File: config.mk
export PLATFORM = sky130hd
export DESIGN_NAME = nnir_rot
export DESIGN_NICKNAME = d
export VERILOG_FILES = /design/src/rtl/core/nearest_neighbor_image_rotator_top_macros.svh /design/src/rtl/core/nnir_pkg.sv /design/src/rtl/core/nnir_rot.sv
export SDC_FILE = /design/constraint.sdc
export NUM_CORES = 2
export LEC_CHECK = 0
export BUFFER_PORTS_ARGS = -buffer_cell sky130_fd_sc_hd__buf_4
export CORE_MARGIN = 5
export CORE_UTILIZATION = 55
export CTS_CLUSTER_SIZE = 14
export DETAILED_ROUTE_END_ITERATION = 10
export MAX_ROUTING_LAYER = met4
export PLACE_DENSITY = 0.75
export REMOVE_ABC_BUFFERS = 1
export SYNTH_ARGS = -nofsm -noshare
export SYNTH_HDL_FRONTEND = slang
export SYNTH_SLANG_ARGS = --single-unit
File: constraint.sdc
create_clock -name clk -period 6.13 [get_ports clk]
set_clock_uncertainty 0.05 [all_clocks]
set_input_delay 0.3065 -clock clk [delete_from_list [all_inputs] [get_ports clk]]
set_output_delay 0.3065 -clock clk [all_outputs]
set_load 0.1 [all_outputs]
File: src/rtl/core/nearest_neighbor_image_rotator_top_macros.svh
// Assertion macros shared by the rotator RTL.
`ifndef NEAREST_NEIGHBOR_IMAGE_ROTATOR_TOP_MACROS_SVH
`define NEAREST_NEIGHBOR_IMAGE_ROTATOR_TOP_MACROS_SVH

// Same-cycle implication, checked out of reset.
`define NNIR_ASSERT_NOW(label, ante, cons, msg) \
    label: assert property (@(posedge clk) disable iff (!rst_n) (ante) |-> (cons)) \
        else $error(msg);

// Next-cycle implication, checked out of reset.
`define NNIR_ASSERT_NEXT(label, ante, cons, msg) \
    label: assert property (@(posedge clk) disable iff (!rst_n) (ante) |=> (cons)) \
        else $error(msg);

`endif

File: src/rtl/core/nnir_pkg.sv
// Shared constants for the nearest-neighbour image rotator.
package nnir_pkg;

    localparam int DEF_MAX_SIDE   = 64;
    localparam int DEF_PIXEL_BITS = 32;

    localparam int SIDE_REG_W  = 7;
    localparam int COEF_W      = 16;
    localparam int CFG_DATA_W  = 16;
    localparam int CFG_INDEX_W = 2;

    localparam int Q_BITS     = 14;
    localparam int ROUND_HALF = 1 << (Q_BITS - 1);

    localparam logic [CFG_INDEX_W-1:0] REG_FRAME_WIDTH  = 2'd0;
    localparam logic [CFG_INDEX_W-1:0] REG_FRAME_HEIGHT = 2'd1;
    localparam logic [CFG_INDEX_W-1:0] REG_COS_VALUE    = 2'd2;
    localparam logic [CFG_INDEX_W-1:0] REG_SIN_VALUE    = 2'd3;

    localparam logic [SIDE_REG_W-1:0]    RESET_FRAME_WIDTH  = 7'd64;
    localparam logic [SIDE_REG_W-1:0]    RESET_FRAME_HEIGHT = 7'd64;
    localparam logic signed [COEF_W-1:0] RESET_COS_VALUE    = 16'sd16384;
    localparam logic signed [COEF_W-1:0] RESET_SIN_VALUE    = 16'sd0;

endpackage

File: src/rtl/core/nnir_rot.sv
// Rotation datapath: source coordinate, rounding, bounds and store address.
module nnir_rot #(
    parameter int MAX_SIDE   = nnir_pkg::DEF_MAX_SIDE,
    parameter int PIXEL_BITS = nnir_pkg::DEF_PIXEL_BITS
) (
    input  logic                                  clk,
    input  logic                                  rst_n,
    input  logic                                  en,
    input  logic                                  take,
    input  logic                                  mode,
    input  logic [PIXEL_BITS-1:0]                 pixel,
    input  logic [$clog2(MAX_SIDE*MAX_SIDE)-1:0]  load_addr,
    input  logic [$clog2(MAX_SIDE)-1:0]           emit_x,
    input  logic [$clog2(MAX_SIDE)-1:0]           emit_y,
    input  logic                                  emit_last,
    input  logic [$clog2(MAX_SIDE+1)-1:0]         width_eff,
    input  logic [$clog2(MAX_SIDE+1)-1:0]         height_eff,
    input  logic signed [nnir_pkg::COEF_W-1:0]    cos_val,
    input  logic signed [nnir_pkg::COEF_W-1:0]    sin_val,
    output logic                                  mem_valid,
    output logic                                  mem_emit,
    output logic                                  mem_inside,
    output logic                                  mem_last,
    output logic [$clog2(MAX_SIDE*MAX_SIDE)-1:0]  mem_addr,
    output logic [PIXEL_BITS-1:0]                 mem_wdata
);

    localparam int SW   = $clog2(MAX_SIDE + 1);
    localparam int CW   = $clog2(MAX_SIDE);
    localparam int AW   = $clog2(MAX_SIDE * MAX_SIDE);
    localparam int DW   = SW + 1;
    localparam int PW   = DW + nnir_pkg::COEF_W;
    localparam int SUMW = PW + 2;
    localparam int RW   = SUMW - nnir_pkg::Q_BITS;
    localparam int MW   = CW + SW;

    // stage 1: captured item
    logic                  v1_reg, m1_reg, l1_reg;
    logic [PIXEL_BITS-1:0] pix1_reg;
    logic [AW-1:0]         la1_reg;
    logic [CW-1:0]         x1_reg, y1_reg;
    // stage 2: products
    logic                  v2_reg, m2_reg, l2_reg;
    logic [PIXEL_BITS-1:0] pix2_reg;
    logic [AW-1:0]         la2_reg;
    logic signed [PW-1:0]  dxc_reg, dys_reg, dyc_reg, dxs_reg;
    // stage 3: Q.14 source coordinates
    logic                  v3_reg, m3_reg, l3_reg;
    logic [PIXEL_BITS-1:0] pix3_reg;
    logic [AW-1:0]         la3_reg;
    logic signed [SUMW-1:0] sx3_reg, sy3_reg;
    // stage 4: integer source coordinates
    logic                  v4_reg, m4_reg, l4_reg, in4_reg;
    logic [PIXEL_BITS-1:0] pix4_reg;
    logic [AW-1:0]         la4_reg;
    logic [CW-1:0]         sx4_reg, sy4_reg;
    // stage 5: store access
    logic                  v5_reg, m5_reg, l5_reg, in5_reg;
    logic [PIXEL_BITS-1:0] pix5_reg;
    logic [AW-1:0]         a5_reg;

    logic [SW-1:0]          cx, cy;
    logic signed [DW-1:0]   dx, dy;
    logic signed [PW-1:0]   dxc_next, dys_next, dyc_next, dxs_next;
    logic signed [SUMW-1:0] cxq, cyq, sx_next, sy_next;
    logic [SUMW-1:0]        rxf, ryf;
    logic signed [RW-1:0]   rx, ry;
    logic                   inside_next;
    logic [AW-1:0]          addr_next;

    assign cx = width_eff >> 1;
    assign cy = height_eff >> 1;

    assign dx = signed'(DW'(x1_reg)) - signed'(DW'(cx));
    assign dy = signed'(DW'(y1_reg)) - signed'(DW'(cy));
    assign dxc_next = PW'(dx) * PW'(cos_val);
    assign dys_next = PW'(dy) * PW'(sin_val);
    assign dyc_next = PW'(dy) * PW'(cos_val);
    assign dxs_next = PW'(dx) * PW'(sin_val);

    assign cxq     = signed'(SUMW'(cx)) <<< nnir_pkg::Q_BITS;
    assign cyq     = signed'(SUMW'(cy)) <<< nnir_pkg::Q_BITS;
    assign sx_next = SUMW'(dxc_reg) + SUMW'(dys_reg) + cxq;
    assign sy_next = SUMW'(dyc_reg) - SUMW'(dxs_reg) + cyq;

    // half away from zero: negative values take one less than the half
    assign rxf = sx3_reg + SUMW'(nnir_pkg::ROUND_HALF) - SUMW'(sx3_reg[SUMW-1]);
    assign ryf = sy3_reg + SUMW'(nnir_pkg::ROUND_HALF) - SUMW'(sy3_reg[SUMW-1]);
    assign rx  = rxf[SUMW-1:nnir_pkg::Q_BITS];
    assign ry  = ryf[SUMW-1:nnir_pkg::Q_BITS];
    assign inside_next = !rx[RW-1] && (rx < signed'(RW'(width_eff)))
                      && !ry[RW-1] && (ry < signed'(RW'(height_eff)));

    assign addr_next = AW'(MW'(sy4_reg) * MW'(width_eff) + MW'(sx4_reg));

    always_ff @(posedge clk or negedge rst_n)
    begin
        if (!rst_n)
        begin
            v1_reg <= 1'b0;
            v2_reg <= 1'b0;
            v3_reg <= 1'b0;
            v4_reg <= 1'b0;
            v5_reg <= 1'b0;
        end
        else if (en)
        begin
            v1_reg <= take;
            v2_reg <= v1_reg;
            v3_reg <= v2_reg;
            v4_reg <= v3_reg;
            v5_reg <= v4_reg;
        end
    end

    always_ff @(posedge clk)
    begin
        if (en)
        begin
            m1_reg   <= mode;
            l1_reg   <= emit_last;
            pix1_reg <= pixel;
            la1_reg  <= load_addr;
            x1_reg   <= emit_x;
            y1_reg   <= emit_y;

            m2_reg   <= m1_reg;
            l2_reg   <= l1_reg;
            pix2_reg <= pix1_reg;
            la2_reg  <= la1_reg;
            dxc_reg  <= dxc_next;
            dys_reg  <= dys_next;
            dyc_reg  <= dyc_next;
            dxs_reg  <= dxs_next;

            m3_reg   <= m2_reg;
            l3_reg   <= l2_reg;
            pix3_reg <= pix2_reg;
            la3_reg  <= la2_reg;
            sx3_reg  <= sx_next;
            sy3_reg  <= sy_next;

            m4_reg   <= m3_reg;
            l4_reg   <= l3_reg;
            pix4_reg <= pix3_reg;
            la4_reg  <= la3_reg;
            in4_reg  <= inside_next;
            sx4_reg  <= rx[CW-1:0];
            sy4_reg  <= ry[CW-1:0];

            m5_reg   <= m4_reg;
            l5_reg   <= l4_reg;
            pix5_reg <= pix4_reg;
            in5_reg  <= in4_reg;
            a5_reg   <= m4_reg ? addr_next : la4_reg;
        end
    end

    assign mem_valid  = v5_reg;
    assign mem_emit   = m5_reg;
    assign mem_inside = in5_reg;
    assign mem_last   = l5_reg;
    assign mem_addr   = a5_reg;
    assign mem_wdata  = pix5_reg;

endmodule

==> metrics.csv <==
metric,value,unit
die area,0.0688,mm^2
Syn Inst Count,3203,
Remaining DRCs,0,
Reg-to-Reg End,dyc_reg[22]$_DFFE_PP_,
failing checks,negative setup slack,
GR Overflow Total,0,
"Clk Latency, worst-skew pair",0.61,ns
Tightest Pin Transition,0.979,ns
IO buf count,155,
Critical Setup Path Class,flop to flop,
clk sinks,403,
max-slew violation count,0,
Critical Path Max Stage Delay,0.52,ns
vias in the first global route,25300,
Die Span Y,262,um
final WL,85100,um
clock buffer depth,3,
TritonCTS buffer count,44,
vias per cell,5.29,
final hold vios,0,
Syn Area/Cell,10.9,um^2
"EDFF count, synth",398,
Worst path slowest cell,fa_1,
Critical Path RT,6.42,ns
"reg-to-reg slack, setup",-0.35,ns
Ports,156,
Hold EP,dys_reg[0]$_DFFE_PP_,
top_reg_cell synth,edfxtp_1,
share of cells above drive strength 1,19.7,%
Max Cap Viol,0,
Site Rows,92,
initial antenna violation count,3,
Synthesis Warnings,0,
Worst slew margin,34.8,%
drt first pass iters,5,
pre-CTS WS,-0.609,ns
CTS H-Tree Depth,2,
Clock transition at path regs,0.07,ns
post-DP HPWL,60500,um
Root Buffer,clkbuf_16,
mapped cell area,0.0350,mm^2
via count of the routed design,24000,
status,"finished, violations left",
pin count of the biggest net entering global routing,186,
hold_sp,sin_val[0],
Worst setup EP type,flop,
post-route ant nets,0,
CTS tree,built,
worst setup margin,-0.351,ns
startpoint types,flop,
Setup-failing EPs final,19,
Yosys reg bits,403,
"most used cell, CP",fa_1,
Crit Path Max Fanout,6,
Cells on Worst Hold Path,2,
Core Box Area,0.0631,mm^2
Fill cells,4475,
final net count,4509,
DRT iter0 DRCs,1529,
Hold Path Class,input port to flop,
FF+latch area,0.0121,mm^2
Final Cycle Share,106,%
final RePlAce weighted congestion,0.918,
RSZ-0062 raised after global routing,true,
first-pass GRT wire length,133000,um
Max Clock Freq,154,MHz
crit path DAT,6.78,ns
GRT Total Usage,24.7,%
Cell variety after synth,72,
setup TNS,-2.33,ns
Reg2Reg Depth,31,
Critical R2R Launch,y1_reg[0]$_DFFE_PP_,
Die Wd,262,um
minimum clock period,6.48,ns
area growth from synthesis to layout,22.2,%
area occupied by multi-input gates,0.0214,mm^2
ys async rst share,1.24,%
sequential share of the synthesized area,34.5,%
drt wl/cell,18.7,um
Initial Util,55.5,%
==> synth_stat cells, types with 26 or more instances <==
library cell  number  share of area [%]
a211oi_1          26               0.56
o21ai_0           63               0.90
and2_1           200                3.6
ha_1             366                 13
xnor2_1          130                3.3
a21o_1            48                1.0
clkbuf_1          73               0.78
fa_1             375                 21
nand2_1          176                1.9
inv_1            686                7.4
nand2b_1          43               0.77
xor2_1            33               0.83
nand3_1           26               0.37
o21bai_1          27               0.58
a21oi_1           89                1.3
edfxtp_1         398                 34
nor2_1           153                1.6
nor2b_1           89                1.6
==> critical path: cells and delay by family (launching register included) <==
family / cells / cell delay [ns]
and+or+nand+nor: 6 / 0.78
DFF: 1 / 0.35
adders and majority gates: 7 / 2.62
buffers and inverters: 7 / 0.63
xor gates and xnor gates: 1 / 0.09
AOI/OAI and AO/OA: 10 / 1.70
==> cell families after synthesis <==
group | after synthesis | share of synthesized area, %
AOI/OAI and AO/OA | 353 | 6.89
xor gates and xnor gates | 164 | 4.12
adders and majority gates | 741 | 34.5
buffers and inverters | 763 | 8.18
DFF | 403 | 34.5
muxes | 22 | 0.686
and+or+nand+nor | 757 | 11.1
==> how the worst max path moves through the flow <==
stage	from	to	slack, ns	depth (start not counted)
2_1_floorplan	y1_reg[0]$_DFFE_PP_	dys_reg[22]$_DFFE_PP_	-0.59	29
3_3_place_gp	height_eff[1]	dys_reg[22]$_DFFE_PP_	-0.50	30
3_5_place_dp	height_eff[1]	dys_reg[22]$_DFFE_PP_	-0.61	30
4_1_cts	y1_reg[0]$_DFFE_PP_	dyc_reg[21]$_DFFE_PP_	-0.32	29
5_1_grt	y1_reg[0]$_DFFE_PP_	dyc_reg[22]$_DFFE_PP_	-0.61	31
6_report	y1_reg[0]$_DFFE_PP_	dyc_reg[22]$_DFFE_PP_	-0.35	31
==> timing repair <==
action / CTS / global route
pin swaps: 96 / 121
hold buffers: 61 / 0
buffers inserted: 48 / 37
hold endpoints to repair: 64 / 0
setup endpoints to repair: 29 / 40
resized for setup: 107 / 187
gates cloned: 2 / 2
==> per-stage QoR <==
stage	utilization [%]	hold slack (ns)	instance area, um^2	cells
global route	67.8	0.113	42800	4542
global placement	61.4	0.0585	38800	4338
CTS	66.1	0.0789	41700	4517
finish	67.8	0.115	42800	4542
floorplan	-	-0.0391	34700	3126
detailed placement	61.4	0.0588	38800	4338
==> layer usage <==
metal / global-route usage [%] / vias to the layer above / part of all wire (%)
li1: - / 11200 / -
met5: - / - / 0
met4: 9.10 / 0 / 4.3
met2: 40.2 / 721 / 49
met1: 30.5 / 11900 / 39
met3: 5.68 / 185 / 7.1
==> final cells by class <==
| cell class | instances | area share, % |
|---|---|---|
| antenna | 3 | 0.0175 |
| timing repair buffer | 488 | 10.1 |
| clock buffer | 54 | 2.66 |
| clock inverter | 25 | 0.556 |
| tap | 846 | 2.47 |
| sequential | 403 | 28.2 |
| multi-input combinational | 2037 | 50.0 |
| inverter | 686 | 6.03 |
==> placed cells by master (no fill, tap or decap), types with 64 or more instances in the layout <==
cell type  synthesis  layout
inv_1            686     665
edfxtp_1         398     398
fa_1             375     368
buf_4              0     365
ha_1             366     336
and2_1           200     187
nand2_1          176     170
nor2_1           153     133
xnor2_1          130     108
nor2b_1           89      87
a21oi_1           89      64
Power is not shown: default switching activity piles up to over one toggle a cycle in this logic, so the estimate is an artifact.
