`src/rtl/core/nearest_neighbor_image_rotator_top_macros.svh`:
```
// Assertion macros shared by the rotator RTL.
`ifndef NEAREST_NEIGHBOR_IMAGE_ROTATOR_TOP_MACROS_SVH
`define NEAREST_NEIGHBOR_IMAGE_ROTATOR_TOP_MACROS_SVH

// Same-cycle implication, checked out of reset.
`define NNIR_ASSERT_NOW(label, ante, cons, msg) \
    label: assert property (@(posedge clk) disable iff (!rst_n) (ante) |-> (cons)) \
        else $error(msg);

// Next-cycle implication, checked out of reset.
`define NNIR_ASSERT_NEXT(label, ante, cons, msg) \
    label: assert property (@(posedge clk) disable iff (!rst_n) (ante) |=> (cons)) \
        else $error(msg);

`endif

```
`src/rtl/core/nnir_pkg.sv`:
```
// Shared constants for the nearest-neighbour image rotator.
package nnir_pkg;

    localparam int DEF_MAX_SIDE   = 64;
    localparam int DEF_PIXEL_BITS = 32;

    localparam int SIDE_REG_W  = 7;
    localparam int COEF_W      = 16;
    localparam int CFG_DATA_W  = 16;
    localparam int CFG_INDEX_W = 2;

    localparam int Q_BITS     = 14;
    localparam int ROUND_HALF = 1 << (Q_BITS - 1);

    localparam logic [CFG_INDEX_W-1:0] REG_FRAME_WIDTH  = 2'd0;
    localparam logic [CFG_INDEX_W-1:0] REG_FRAME_HEIGHT = 2'd1;
    localparam logic [CFG_INDEX_W-1:0] REG_COS_VALUE    = 2'd2;
    localparam logic [CFG_INDEX_W-1:0] REG_SIN_VALUE    = 2'd3;

    localparam logic [SIDE_REG_W-1:0]    RESET_FRAME_WIDTH  = 7'd64;
    localparam logic [SIDE_REG_W-1:0]    RESET_FRAME_HEIGHT = 7'd64;
    localparam logic signed [COEF_W-1:0] RESET_COS_VALUE    = 16'sd16384;
    localparam logic signed [COEF_W-1:0] RESET_SIN_VALUE    = 16'sd0;

endpackage

```
`src/rtl/core/nnir_ctrl.sv`:
```
// Configuration registers, frame size, and load/emit raster positions.
`include "nearest_neighbor_image_rotator_top_macros.svh"

module nnir_ctrl #(
    parameter int MAX_SIDE = nnir_pkg::DEF_MAX_SIDE
) (
    input  logic                                    clk,
    input  logic                                    rst_n,
    input  logic                                    cfg_we,
    input  logic [nnir_pkg::CFG_INDEX_W-1:0]        cfg_index,
    input  logic [nnir_pkg::CFG_DATA_W-1:0]         cfg_data,
    input  logic                                    take_load,
    input  logic                                    take_emit,
    output logic                                    busy,
    output logic [$clog2(MAX_SIDE+1)-1:0]           width_eff,
    output logic [$clog2(MAX_SIDE+1)-1:0]           height_eff,
    output logic signed [nnir_pkg::COEF_W-1:0]      cos_val,
    output logic signed [nnir_pkg::COEF_W-1:0]      sin_val,
    output logic [$clog2(MAX_SIDE*MAX_SIDE)-1:0]    load_addr,
    output logic [$clog2(MAX_SIDE)-1:0]             emit_x,
    output logic [$clog2(MAX_SIDE)-1:0]             emit_y,
    output logic                                    emit_last
);

    localparam int SW        = $clog2(MAX_SIDE + 1);
    localparam int CW        = $clog2(MAX_SIDE);
    localparam int AW        = $clog2(MAX_SIDE * MAX_SIDE);
    localparam int TW        = AW + 1;
    localparam int CMPW      = (SW > nnir_pkg::SIDE_REG_W) ? SW : nnir_pkg::SIDE_REG_W;
    localparam int CNT_START = AW + 3;
    localparam int CNT_W     = $clog2(AW + 4);

    function automatic logic [SW-1:0] clamp_side(input logic [nnir_pkg::SIDE_REG_W-1:0] v);
        logic [CMPW-1:0] ve;
        ve = CMPW'(v);
        if (ve == '0)
            clamp_side = SW'(1);
        else if (ve > CMPW'(MAX_SIDE))
            clamp_side = SW'(MAX_SIDE);
        else
            clamp_side = SW'(ve);
    endfunction

    logic [nnir_pkg::SIDE_REG_W-1:0]   fw_reg, fh_reg;
    logic signed [nnir_pkg::COEF_W-1:0] cos_reg, sin_reg;
    logic [SW-1:0]                     w_eff_reg, h_eff_reg;
    logic [TW-1:0]                     total_reg;
    logic                              busy_reg;
    logic [CNT_W-1:0]                  cnt_reg;
    logic [SW-1:0]                     rem_reg;
    logic [AW-1:0]                     quo_reg;
    logic [AW-1:0]                     load_pos_reg, emit_pos_reg;
    logic [CW-1:0]                     x_reg, y_reg;

    logic [SW:0]   trial;
    logic          trial_ge;
    logic [SW-1:0] rem_next;
    logic [AW-1:0] quo_next;
    logic          div_step, div_init, div_done;
    logic          load_wrap, emit_wrap, x_wrap;

    // configuration registers
    always_ff @(posedge clk or negedge rst_n)
    begin
        if (!rst_n)
        begin
            fw_reg  <= nnir_pkg::RESET_FRAME_WIDTH;
            fh_reg  <= nnir_pkg::RESET_FRAME_HEIGHT;
            cos_reg <= nnir_pkg::RESET_COS_VALUE;
            sin_reg <= nnir_pkg::RESET_SIN_VALUE;
        end
        else if (cfg_we)
        begin
            case (cfg_index)
                nnir_pkg::REG_FRAME_WIDTH:  fw_reg  <= cfg_data[nnir_pkg::SIDE_REG_W-1:0];
                nnir_pkg::REG_FRAME_HEIGHT: fh_reg  <= cfg_data[nnir_pkg::SIDE_REG_W-1:0];
                nnir_pkg::REG_COS_VALUE:    cos_reg <= signed'(cfg_data[nnir_pkg::COEF_W-1:0]);
                nnir_pkg::REG_SIN_VALUE:    sin_reg <= signed'(cfg_data[nnir_pkg::COEF_W-1:0]);
                default: ;
            endcase
        end
    end

    // size pipeline: clamp, then product; settled well before busy drops
    always_ff @(posedge clk)
    begin
        w_eff_reg <= clamp_side(fw_reg);
        h_eff_reg <= clamp_side(fh_reg);
        total_reg <= TW'(w_eff_reg) * TW'(h_eff_reg);
    end

    // restoring divider: emit position / width gives row and column
    assign div_init = (cnt_reg == CNT_W'(CNT_START));
    assign div_done = (cnt_reg == CNT_W'(2));
    assign div_step = busy_reg && !div_init && (cnt_reg > CNT_W'(2));
    assign trial    = {rem_reg, quo_reg[AW-1]};
    assign trial_ge = (trial >= {1'b0, w_eff_reg});
    assign rem_next = trial_ge ? SW'(trial - {1'b0, w_eff_reg}) : trial[SW-1:0];
    assign quo_next = {quo_reg[AW-2:0], trial_ge};

    assign load_wrap = (TW'(load_pos_reg) + TW'(1)) == total_reg;
    assign emit_wrap = (TW'(emit_pos_reg) + TW'(1)) == total_reg;
    assign x_wrap    = (SW'(x_reg) + SW'(1)) == w_eff_reg;

    always_ff @(posedge clk or negedge rst_n)
    begin
        if (!rst_n)
        begin
            busy_reg     <= 1'b1;
            cnt_reg      <= CNT_W'(CNT_START);
            load_pos_reg <= '0;
            emit_pos_reg <= '0;
            x_reg        <= '0;
            y_reg        <= '0;
        end
        else if (cfg_we)
        begin
            busy_reg <= 1'b1;
            cnt_reg  <= CNT_W'(CNT_START);
        end
        else if (busy_reg)
        begin
            if (div_done)
            begin
                busy_reg <= 1'b0;
                cnt_reg  <= '0;
                // a shrunken frame restarts stale positions
                if (TW'(emit_pos_reg) >= total_reg)
                begin
                    emit_pos_reg <= '0;
                    x_reg        <= '0;
                    y_reg        <= '0;
                end
                else
                begin
                    x_reg <= rem_reg[CW-1:0];
                    y_reg <= quo_reg[CW-1:0];
                end
                if (TW'(load_pos_reg) >= total_reg)
                begin
                    load_pos_reg <= '0;
                end
            end
            else
            begin
                cnt_reg <= cnt_reg - CNT_W'(1);
            end
        end
        else
        begin
            if (take_load)
            begin
                load_pos_reg <= load_wrap ? '0 : load_pos_reg + AW'(1);
            end
            if (take_emit)
            begin
                if (emit_wrap)
                begin
                    emit_pos_reg <= '0;
                    x_reg        <= '0;
                    y_reg        <= '0;
                end
                else
                begin
                    emit_pos_reg <= emit_pos_reg + AW'(1);
                    if (x_wrap)
                    begin
                        x_reg <= '0;
                        y_reg <= y_reg + CW'(1);
                    end
                    else
                    begin
                        x_reg <= x_reg + CW'(1);
                    end
                end
            end
        end
    end

    always_ff @(posedge clk)
    begin
        if (div_init)
        begin
            rem_reg <= '0;
            quo_reg <= emit_pos_reg;
        end
        else if (div_step)
        begin
            rem_reg <= rem_next;
            quo_reg <= quo_next;
        end
    end

    assign busy       = busy_reg;
    assign width_eff  = w_eff_reg;
    assign height_eff = h_eff_reg;
    assign cos_val    = cos_reg;
    assign sin_val    = sin_reg;
    assign load_addr  = load_pos_reg;
    assign emit_x     = x_reg;
    assign emit_y     = y_reg;
    assign emit_last  = emit_wrap;

    `NNIR_ASSERT_NOW(a_load_in_frame, !busy_reg, TW'(load_pos_reg) < total_reg, "load position beyond frame")
    `NNIR_ASSERT_NOW(a_emit_in_frame, !busy_reg, TW'(emit_pos_reg) < total_reg, "emit position beyond frame")
    `NNIR_ASSERT_NOW(a_col_in_row, !busy_reg, SW'(x_reg) < w_eff_reg, "emit column beyond width")

endmodule

```
`config.mk`:
```
export PLATFORM = sky130hd
export DESIGN_NAME = nnir_ctrl
export DESIGN_NICKNAME = d
export VERILOG_FILES = /design/src/rtl/core/nnir_pkg.sv /design/src/rtl/core/nnir_ctrl.sv
export VERILOG_INCLUDE_DIRS = /design/src /design/src/rtl/core
export SDC_FILE = /design/constraint.sdc
export NUM_CORES = 1
export LEC_CHECK = 0
export ABC_CLOCK_PERIOD_IN_PS = 3800
export BUFFER_PORTS_ARGS = -buffer_cell sky130_fd_sc_hd__buf_4
export CORE_UTILIZATION = 45
export CTS_CLUSTER_SIZE = 40
export DETAILED_ROUTE_END_ITERATION = 10
export GPL_ROUTABILITY_DRIVEN = 0
export GPL_TIMING_DRIVEN = 0
export MAX_ROUTING_LAYER = met4
export PLACE_DENSITY = 0.73
export SLEW_MARGIN = 20
export SYNTH_ARGS = -nofsm -noshare
export SYNTH_HDL_FRONTEND = slang
export SYNTH_SLANG_ARGS = --single-unit
```
`constraint.sdc`:
```
create_clock -name clk -period 3.8 [get_ports clk]
set_input_delay 0 -clock clk [delete_from_list [all_inputs] [get_ports clk]]
set_output_delay 0 -clock clk [all_outputs]
set_load 0.05 [all_outputs]
```
==> impl_metrics.env <==
export IMPL_outcome="finished, violations left"
export IMPL_violations="negative setup slack"
export IMPL_design_area_um2=11100
export IMPL_area_growth_syn_to_layout_pct=23.4
export IMPL_p_sw_frac=0.383
export IMPL_power_density_nw_per_um2=549
export IMPL_numCtsBuffers=17
export IMPL_synth_main_ff_cell="dfrtp_1"
export IMPL_nNetsFinal=1159
export IMPL_synth_seq_area_share=0.360
export IMPL_drc=0
export IMPL_placed_area_um2=10100
export IMPL_setup_violations=2
export IMPL_post_drt_wl_per_cell_um=17.0
export IMPL_cap_violations=0
export IMPL_max_slew_margin=0.322
export IMPL_rsz0062_at_grt="true"
export IMPL_yosysWarnings=0
export IMPL_worstPathRequired_ps=4140
export IMPL_cp_start_kind="flop"
export IMPL_synth_top_family_by_area="simple AND/OR/NAND/NOR gates"
export IMPL_avgSynthCellArea_um2=10.0
export IMPL_core_area_um2=19500
export IMPL_drt_wl_total_um=22500
export IMPL_first_global_vias=7314
export IMPL_clkPwrFrac=0.272
export IMPL_period_minus_slack_ps=3850
export IMPL_worstMarginPinSlew_ps=1020
export IMPL_globalRoute_totalOverflow=0
export IMPL_ys_ff_latch=133
export IMPL_layout_commonest_cell="buf_4"
export IMPL_fin_worst_skew_ps=14.0
export IMPL_p_leak_nw=5.04
export IMPL_initialDrtViolationCount=443
export IMPL_vias_per_cell=5.56
export IMPL_io_pins=95
export IMPL_ys_async_sr_fraction=0.654
export IMPL_p_int_mw=3.75
export IMPL_clk_latency_ps=420
export IMPL_dpl_cell_count=1255
export IMPL_ir_worst_vdd_mv=0.379
export IMPL_final_cells=1322
export IMPL_finalHoldViolCount=0
export IMPL_rows=51
export IMPL_crit_type="reg -> reg"
export IMPL_hpwl_um=16000
export IMPL_grt_max_degree=88
export IMPL_endpoint_kind="flop"
export IMPL_synth_compound_area_frac=0.155
export IMPL_synth_area_mux_share=0.0736
export IMPL_die_w_um=143
export IMPL_hold_slack_ps=50.5
export IMPL_final_antenna_net_count=0
export IMPL_syn_inst=897
export IMPL_critPathMaxFanout=7
export IMPL_worstPathArrival_ps=4200
export IMPL_fmax_ghz=0.260
export IMPL_synthAdderAreaFrac=0.148
export IMPL_synth_fp_nets=1012
export IMPL_ys_types=85
export IMPL_cts_sinks=133
export IMPL_die_h_um=143
export IMPL_synthSimpleGateAreaFrac=0.164
export IMPL_synth_edf_count=12
export IMPL_min_period_over_period=1.01
export IMPL_cts_buffer_depth=2
export IMPL_grt_antenna_before_repair=0
export IMPL_grt_pass1_wl_um=36500
export IMPL_final_cell_mix="buf_4 (115), dfrtp_1 (79), inv_1 (74)"
export IMPL_grt_total_usage=0.235
export IMPL_worst_slack_ps=-53.0
export IMPL_die_area_um2=20500
export IMPL_post_route_cells_drive_above_1_share=0.266
export IMPL_cts_clk_slew_worst_paths_ps=60
export IMPL_vias=7344
export IMPL_first_pass_iters=6
export IMPL_syn_area_um2=8970
export IMPL_start_util=0.460
export IMPL_h_tree_depth=4
export IMPL_hp_class="in -> reg"
export IMPL_io_buffers=93
export IMPL_utilization=0.567
export IMPL_p_switching_mw=2.33
export IMPL_root_buffer="clkbuf_16"
export IMPL_cts_tree="built"
export IMPL_drv_slew=0
export IMPL_synth_xor_area_frac=0.0455
export IMPL_p_comb_frac=0.403
export IMPL_n_antenna_cell=0
export IMPL_pwr_share_seq=0.325
final timing paths:
kind | startpoint | endpoint | slack [ps] | cells after the start
setup / recovery | height_eff[2] | total_reg[12] | -50 | 12
hold / removal | take_emit | emit_x[1] | 50 | 5
setup reg to reg | height_eff[2] | total_reg[12] | -50 | 12
hold reg to reg | rem_reg[6] | rem_reg[6] | 460 | 2
max in group asynchronous | rst_n | fh_reg[1] | 2920 | 2
min in group asynchronous | rst_n | load_addr[9] | 180 | 2
cell usage after synthesis (5+ instances only):
cell | n | area [um2]
a21o_1 | 5 | 37.5
a21oi_1 | 26 | 130
a22o_1 | 16 | 140
a22oi_1 | 7 | 52.6
a31oi_1 | 5 | 31.3
and2_1 | 41 | 257
and3_1 | 11 | 68.8
and4_1 | 6 | 52.6
buf_2 | 11 | 55.1
clkbuf_1 | 21 | 78.8
dfrtp_1 | 79 | 1980
dfstp_2 | 8 | 210
dfxtp_1 | 34 | 681
edfxtp_1 | 12 | 360
fa_1 | 24 | 480
ha_1 | 68 | 851
inv_1 | 75 | 282
mux2_2 | 56 | 631
nand2_1 | 56 | 210
nand2b_1 | 8 | 50.1
nand3_1 | 22 | 110
nand3b_1 | 6 | 45.0
nand4_1 | 13 | 81.3
nor2_1 | 44 | 165
nor2b_1 | 21 | 131
nor3_1 | 20 | 100
o21a_1 | 8 | 60.1
o21ai_0 | 30 | 150
o22ai_1 | 6 | 37.5
o31ai_1 | 13 | 97.6
xnor2_1 | 31 | 272
xor2_1 | 13 | 114
routing by layer:
layer / part of all wire / vias to the layer above / track usage
met4: 0.016 / 0 / 0.0707
met2: 0.48 / 237 / 0.389
met1: 0.45 / 3580 / 0.288
met5: 0 / - / -
met3: 0.053 / 31 / 0.0463
li1: - / 3496 / -
kinds of logic (layout without fill, tap and decap cells):
family,Yosys count,count (layout)
adder cells (fa/ha/maj),92,92
AO/OA/AOI/OAI,180,180
multiplexers,59,59
AND/OR/NAND/NOR,272,272
buffers and inverters,116,276
flip-flops,133,133
XOR/XNOR,45,45
area by class of cell:
type | count | area, um2
Fill cell | 1682 | 8460
Multi-Input combinational cell | 648 | 5380
Sequential cell | 133 | 3270
Timing Repair Buffer | 132 | 1030
Clock buffer | 20 | 468
Tap cell | 265 | 332
Inverter | 75 | 282
Buffer | 37 | 184
Clock inverter | 12 | 123
repair_timing:
action / CTS / global route
hold buffers: 17 / 0
setup buffers: 6 / 16
hold endpoints to repair: 125 / 0
pin swaps: 10 / 14
endpoints found under the setup margin: 3 / 4
gates resized for setup: 3 / 17
power groups by stage:
stage               Clock, mW  Sequential (mW)  Combinational (mW)
floorplan                   0             2.27                1.39
global placement            0             1.99                2.25
detailed placement          0             2.00                2.29
CTS                      1.67             1.98                2.35
global route             1.74             2.01                2.69
finish                   1.65             1.98                2.45
per-stage QoR:
| step | worst slack (ps) | setup TNS [ps] | power [mW] |
|---|---|---|---|
| finish | -53.0 | -76.1 | 6.08 |
| global route | -219 | -364 | 6.44 |
| CTS | 1.39 | 0 | 6.00 |
| detailed placement | -285 | -390 | 4.29 |
| global placement | -248 | -320 | 4.24 |
| floorplan | -151 | -169 | 3.66 |
critical path: stages (launching register included):
cell,delay (ps)
dfxtp_4,380
nand2_1,90
fa_1,540
fa_1,430
fa_1,510
inv_2,40
fa_1,570
ha_4,230
nor2b_4,120
o21a_1,220
o41ai_4,360
o21ai_1,110
xnor2_1,190
Power figures use the tool's default switching activity.
